`src/dbf_pkg.sv`:
```
// Package for the depth bilateral filter: shared types, register indexes and constants.
// No dependencies; dbf_div, dbf_datapath, dbf_ctrl and the top level import it.
`default_nettype none
package dbf_pkg;
    localparam int POS_W = 12;
    localparam int DIV_NW = 40;
    localparam int DIV_DW = 24;
    localparam logic [16:0] LOG2E_Q16 = 17'd94548;
    localparam logic [15:0] TENTH_Q16 = 16'd6554;
    localparam logic [63:0] LN2_Q32 = 64'd2977044472;

    localparam logic [2:0] REG_FRAME_WIDTH = 3'd0;
    localparam logic [2:0] REG_FRAME_HEIGHT = 3'd1;
    localparam logic [2:0] REG_PRESERVE_EDGES = 3'd2;
    localparam logic [2:0] REG_SPATIAL_COEF = 3'd3;
    localparam logic [2:0] REG_RANGE_COEF = 3'd4;

    localparam logic OP_PIXEL = 1'b0;
    localparam logic OP_DRAIN = 1'b1;

    typedef struct packed {
        logic [11:0] frame_width;
        logic [11:0] frame_height;
        logic        preserve_edges;
        logic [15:0] spatial_coef;
        logic [15:0] range_coef;
    } cfg_t;

    typedef struct packed {
        logic accept;
        logic rd_nb;
        logic lat_center;
        logic lat_nb;
        logic ld_sarg;
        logic exp1;
        logic exp2_s;
        logic exp2_r;
        logic q2;
        logic rm_lo;
        logic rm_hi;
        logic ld_rarg;
        logic edge_scale;
        logic wt;
        logic acc;
        logic nb_step;
        logic fdiv_start;
        logic fdiv_ld;
        logic out_load;
    } cmd_t;

    typedef struct packed {
        logic emit_needed;
        logic pass_center;
        logic nb_skip;
        logic n_invalid;
        logic div_busy;
        logic nb_last;
        logic out_free;
    } sts_t;
endpackage
`default_nettype wire

```
`src/dbf_ctrl.sv`:
```
// Controller state machine of the depth bilateral filter, sequencing the datapath.
// Depends on dbf_pkg for the command and status structs.
`default_nettype none
module dbf_ctrl
    import dbf_pkg::*;
(
    input  wire logic aclk,
    input  wire logic aresetn,
    input  wire logic s_tvalid,
    output logic      s_tready,
    input  wire sts_t sts,
    output cmd_t      cmd
);
    typedef enum logic [19:0] {
        ST_IDLE   = 20'h00001,
        ST_DECIDE = 20'h00002,
        ST_CLAT   = 20'h00004,
        ST_NADDR  = 20'h00008,
        ST_NLAT   = 20'h00010,
        ST_SARG   = 20'h00020,
        ST_EXP1   = 20'h00040,
        ST_EXP2   = 20'h00080,
        ST_DIVW   = 20'h00100,
        ST_Q2     = 20'h00200,
        ST_RMLO   = 20'h00400,
        ST_RMHI   = 20'h00800,
        ST_RARG   = 20'h01000,
        ST_EDGE   = 20'h02000,
        ST_WT     = 20'h04000,
        ST_ACC    = 20'h08000,
        ST_NEXT   = 20'h10000,
        ST_FSTART = 20'h20000,
        ST_FDIV   = 20'h40000,
        ST_FINISH = 20'h80000
    } state_t;

    state_t state_reg, state_next;
    logic   phase_reg, phase_next;

    always_comb begin
        state_next = state_reg;
        phase_next = phase_reg;
        unique case (state_reg)
            ST_IDLE: begin
                if (s_tvalid) begin
                    state_next = ST_DECIDE;
                end
            end
            ST_DECIDE: state_next = sts.emit_needed ? ST_CLAT : ST_IDLE;
            ST_CLAT:   state_next = sts.pass_center ? ST_FINISH : ST_NADDR;
            ST_NADDR:  state_next = sts.nb_skip ? ST_NEXT : ST_NLAT;
            ST_NLAT:   state_next = sts.n_invalid ? ST_NEXT : ST_SARG;
            ST_SARG: begin
                state_next = ST_EXP1;
                phase_next = 1'b0;
            end
            ST_EXP1:   state_next = ST_EXP2;
            ST_EXP2:   state_next = phase_reg ? ST_EDGE : ST_DIVW;
            ST_DIVW:   state_next = sts.div_busy ? ST_DIVW : ST_Q2;
            ST_Q2:     state_next = ST_RMLO;
            ST_RMLO:   state_next = ST_RMHI;
            ST_RMHI:   state_next = ST_RARG;
            ST_RARG: begin
                state_next = ST_EXP1;
                phase_next = 1'b1;
            end
            ST_EDGE:   state_next = ST_WT;
            ST_WT:     state_next = ST_ACC;
            ST_ACC:    state_next = ST_NEXT;
            ST_NEXT:   state_next = sts.nb_last ? ST_FSTART : ST_NADDR;
            ST_FSTART: state_next = ST_FDIV;
            ST_FDIV:   state_next = sts.div_busy ? ST_FDIV : ST_FINISH;
            ST_FINISH: state_next = sts.out_free ? ST_IDLE : ST_FINISH;
            default:   state_next = ST_IDLE;
        endcase
    end

    always_ff @(posedge aclk) begin
        if (!aresetn) begin
            state_reg <= ST_IDLE;
            phase_reg <= 1'b0;
        end else begin
            state_reg <= state_next;
            phase_reg <= phase_next;
        end
    end

    assign s_tready = (state_reg == ST_IDLE);

    always_comb begin
        cmd = '0;
        cmd.accept = (state_reg == ST_IDLE) && s_tvalid;
        cmd.rd_nb = (state_reg == ST_NADDR);
        cmd.lat_center = (state_reg == ST_CLAT);
        cmd.lat_nb = (state_reg == ST_NLAT);
        cmd.ld_sarg = (state_reg == ST_SARG);
        cmd.exp1 = (state_reg == ST_EXP1);
        cmd.exp2_s = (state_reg == ST_EXP2) && !phase_reg;
        cmd.exp2_r = (state_reg == ST_EXP2) && phase_reg;
        cmd.q2 = (state_reg == ST_Q2);
        cmd.rm_lo = (state_reg == ST_RMLO);
        cmd.rm_hi = (state_reg == ST_RMHI);
        cmd.ld_rarg = (state_reg == ST_RARG);
        cmd.edge_scale = (state_reg == ST_EDGE);
        cmd.wt = (state_reg == ST_WT);
        cmd.acc = (state_reg == ST_ACC);
        cmd.nb_step = (state_reg == ST_NEXT);
        cmd.fdiv_start = (state_reg == ST_FSTART);
        cmd.fdiv_ld = (state_reg == ST_FDIV) && !sts.div_busy;
        cmd.out_load = (state_reg == ST_FINISH) && sts.out_free;
    end
endmodule
`default_nettype wire

```
`config.mk`:
```
export PLATFORM = sky130hd
export DESIGN_NAME = dbf_ctrl
export DESIGN_NICKNAME = d
export VERILOG_FILES = /design/src/dbf_pkg.sv /design/src/dbf_ctrl.sv
export SDC_FILE = /design/constraint.sdc
export NUM_CORES = 1
export LEC_CHECK = 0
export BUFFER_PORTS_ARGS = -buffer_cell sky130_fd_sc_hd__buf_4
export CORE_MARGIN = 2
export CORE_UTILIZATION = 45
export CTS_BUF_LIST = sky130_fd_sc_hd__clkbuf_8 sky130_fd_sc_hd__clkbuf_16
export DETAILED_ROUTE_END_ITERATION = 16
export PLACE_DENSITY = 0.71
export SLEW_MARGIN = 0
export SYNTH_ARGS = -nofsm -noshare
export SYNTH_HDL_FRONTEND = slang
export SYNTH_SLANG_ARGS = --single-unit
export TNS_END_PERCENT = 50
```
`constraint.sdc`:
```
create_clock -name aclk -period 2.34 [get_ports aclk]
set_clock_uncertainty 0.2 [all_clocks]
set_input_delay 0.468 -clock aclk [delete_from_list [all_inputs] [get_ports aclk]]
set_output_delay 0.468 -clock aclk [all_outputs]
set_load 0.05 [all_outputs]
```
==> impl_results.md <==
* Status: finished with violations
* Violated checks: setup timing
* Crit end category: output pin
* Layout cells sized above 1 at 53.9%
* Drt drc at 0
* Placed cell count at roughly 240
* Worst R2R End: state_reg[6]$_SDFFE_PN0P_
* Slew HR at 68.4%
* NetSw at 275 uW
* Worst setup SP type: flip-flop
* Gr usage total at 25.3%
* Global-route wire length before repair at about 6700 um
* Critical Path Source: state_reg[9]$_SDFFE_PN0P_
* CTS Root Buffer Type: clkbuf_8
* Main synth FF type: dfxtp_1
* Switch share at 31.4%
* HPWL after detailed placement at 3050 um
* Final worst path period need at around 2.6 ns
* Row count at 19
* Hold_buf cts at 0
* Least-Margin Pin Slew at between 0.4 and 0.5 ns
* Max FFs per register at 20
* Iteration-0 DRC Markers at 84
* Ant. Diodes at 0
* Placed Area at 0.00199 mm^2
* Num ports at 30
* Worst path depth at 6
* CP Class: flip-flop to output pin
* Slowest cell delay on critical path at 0.37 ns
* Share of flip-flops with an asynchronous set or reset at 0%
* P_int at 602 uW
* CP delay by family, top: simple AND/OR/NAND/NOR gates
* Max clock buf depth at 2
* Clock sink count at 21
* Syn Nets at ~170
* Wire per inst at about 17 um
* Largest net degree at the start of global routing at 15
* Cell count after synthesis at between 150 and 200
* Final nets at 239
* Layout area overhead at 71.1%
* TritonCTS clock tree: built
* Setup slack at placement at -0.0511 ns
* RSZ-0062 raised after global routing: yes
* Combinational share of power at 30.7%
* LEAKAGE at about 1.0 nW
* Hold WS at 0.241 ns
* Synthesized flop and latch total at 21
* Hold Fails Final Rpt at 0
* Starting density of the core at 48.2%
* Post-synth cell types at 43
* Drt pass-1 iters at 4
* Seq pwr share at 42.0%
* Clock Latency Late Sink at 0.26 ns
* Worst R2R Start: state_reg[9]$_SDFFE_PN0P_
* CTS Buf Count at 3
* DIE AREA at between 0.003 and 0.004 mm^2
* Slew Limit Fails at 0
* CP required at 1.67 ns
* EDFF count, synth at 0
* Worst setup margin at -0.219 ns
* Final period utilization at 109%
* Routed wire length at around 4400 um
* Design area at about 0.0023 mm^2
* Die Ht at 59.1 um
* GPL Wtd Cong at between 0.8 and 0.9
* Die X at 59.1 um
* CTS H-Tree Depth at 1
* Total Power at 877 uW
* Worst Setup EP: cmd[11]
* Port Buffers at 29
* Core area at 0.00283 mm^2
* VDD IR-drop max at 0.000236 V
* Worst path bufs/invs at 3
* Cell Area, Synth at 0.00136 mm^2
* Vias at 1,513
* Path depth of the worst reg2reg path at 7
* Reg clk slew, reported paths at roughly 0.080 ns
* DR vias/cell at 5.84
* Commonest non-fill, non-tap cell in the layout: buf_4
* Clk pwr share at 27.3%
* Antenna violations before repair at 0
* Critical path peak fanout at 5
* Sequential-to-total area share from yosys stat at about 30%
* Critical-path cell list: nor4_4, buf_4, nand4_4, buf_12, nor4b_4, buf_6
* Pwr/cell area at 376 mW/mm^2
* CP arrival at 1.89 ns
* Fmax at 0.391 GHz
* Avg Inst Size Synth at between 8 and 9 um^2
* # Max-Cap Violations at 0
* Setup Viol. Count Final at 20
* Utilization after layout at between 80 and 90%
* Antenna Nets Post-Route at 0
* TNS Setup at -2.70 ns
* Final Instance Count excl. Fillers at about 260
* Most frequent cells in the layout: buf_4 (52), buf_6 (19), nor2_1 (15)
* Grt ovf at 0
* Hold/Removal Path Class: primary input to flip-flop
* YS warnings at 0
* Vias in the first global route at 1,393
* Worst path slowest cell: nor4_4
* Reg-to-reg slack, setup at 0.14 ns
-- worst register-to-register path: stages, from the launching register on --
cell and delay [ns]:
dfxtp_2 0.34, nor4_4 0.37, buf_4 0.19, nand4_4 0.11, nand2b_4 0.18, buf_4 0.17
o21ai_2 0.37, nor2_1 0.13
-- metal layers --
| layer | track usage [%] | routed length (um) | vias to the layer above | part of all wire, % |
|---|---|---|---|---|
| met5 | 0 | 0 | - | 0 |
| met1 | 34.4 | 1890 | 730 | 43 |
| met2 | 41.9 | 2200 | 40 | 50 |
| met3 | 4.37 | 233 | 7 | 5.3 |
| li1 | - | - | 736 | - |
| met4 | 6.17 | 52 | 0 | 1.2 |
-- kinds of logic (layout without fill, tap and decap cells) --
logic type                Yosys count  count (layout)  synth area share, %
AOI/OAI and AO/OA                  23              23                 12.7
muxes                               1               1                0.734
and+or+nand+nor                    91              91                 47.8
buffers and inverters              14              87                 4.77
DFF                                21              21                 30.8
xor gates and xnor gates            5               5                 3.21
-- what timing repair did --
item / in CTS / in global routing
resized for setup: 31 / 19
cloned: 0 / 0
endpoints found under the setup margin: 20 / 20
pin swaps: 11 / 8
buffers inserted: 9 / 5
-- how the worst min path moves through the flow --
stage                                          from                         end  slack [ns]  cells after the start
after floorplan           state_reg[9]$_SDFFE_PN0P_  state_reg[10]$_SDFFE_PN0P_        0.32                      2
after global placement       phase_reg$_SDFFE_PN0P_      phase_reg$_SDFFE_PN0P_        0.40                      2
after detailed placement     phase_reg$_SDFFE_PN0P_      phase_reg$_SDFFE_PN0P_        0.41                      2
after CTS                                    sts[1]  state_reg[17]$_SDFFE_PN0P_        0.23                      2
after global routing                         sts[1]  state_reg[17]$_SDFFE_PN0P_        0.25                      2
final                                        sts[1]  state_reg[17]$_SDFFE_PN0P_        0.24                      2
-- area by class of cell --
cell class / count / area [um^2]
inverters: 6 / 26.3
clock inverters: 1 / 3.75
multi-input cells: 120 / 1090
fillers: 178 / 495
well taps: 31 / 38.8
repair buffers: 77 / 704
flip-flops and latches: 21 / 430
clock buffers: 3 / 41.3
-- power by group through the flow --
stage | Clock [mW] | Combinational (mW) | Sequential, mW
6_report | 0.240 | 0.269 | 0.368
5_1_grt | 0.261 | 0.284 | 0.369
4_1_cts | 0.246 | 0.238 | 0.368
3_5_place_dp | 0 | 0.222 | 0.376
3_3_place_gp | 0 | 0.221 | 0.376
2_1_floorplan | 0 | 0.137 | 0.373
-- cell usage after synthesis (3+ instances only) --
cell type	count	area, um^2
dfxtp_1	21	420
o211a_1	4	40.0
clkbuf_1	5	18.8
nor3b_1	3	22.5
nor2b_1	5	31.3
nor2_1	16	60.1
inv_1	6	22.5
nor4b_1	6	52.6
nor4_2	3	37.5
nor3_1	5	25.0
o21ai_0	5	25.0
or4_1	3	22.5
nand2b_1	7	43.8
nand2_1	11	41.3
and3b_1	5	43.8
and3_1	3	18.8
nor4_1	7	43.8
nand4_1	3	18.8
xor2_1	5	43.8
nor4_4	5	106
Note: power is estimated with default switching activity, not from simulation.
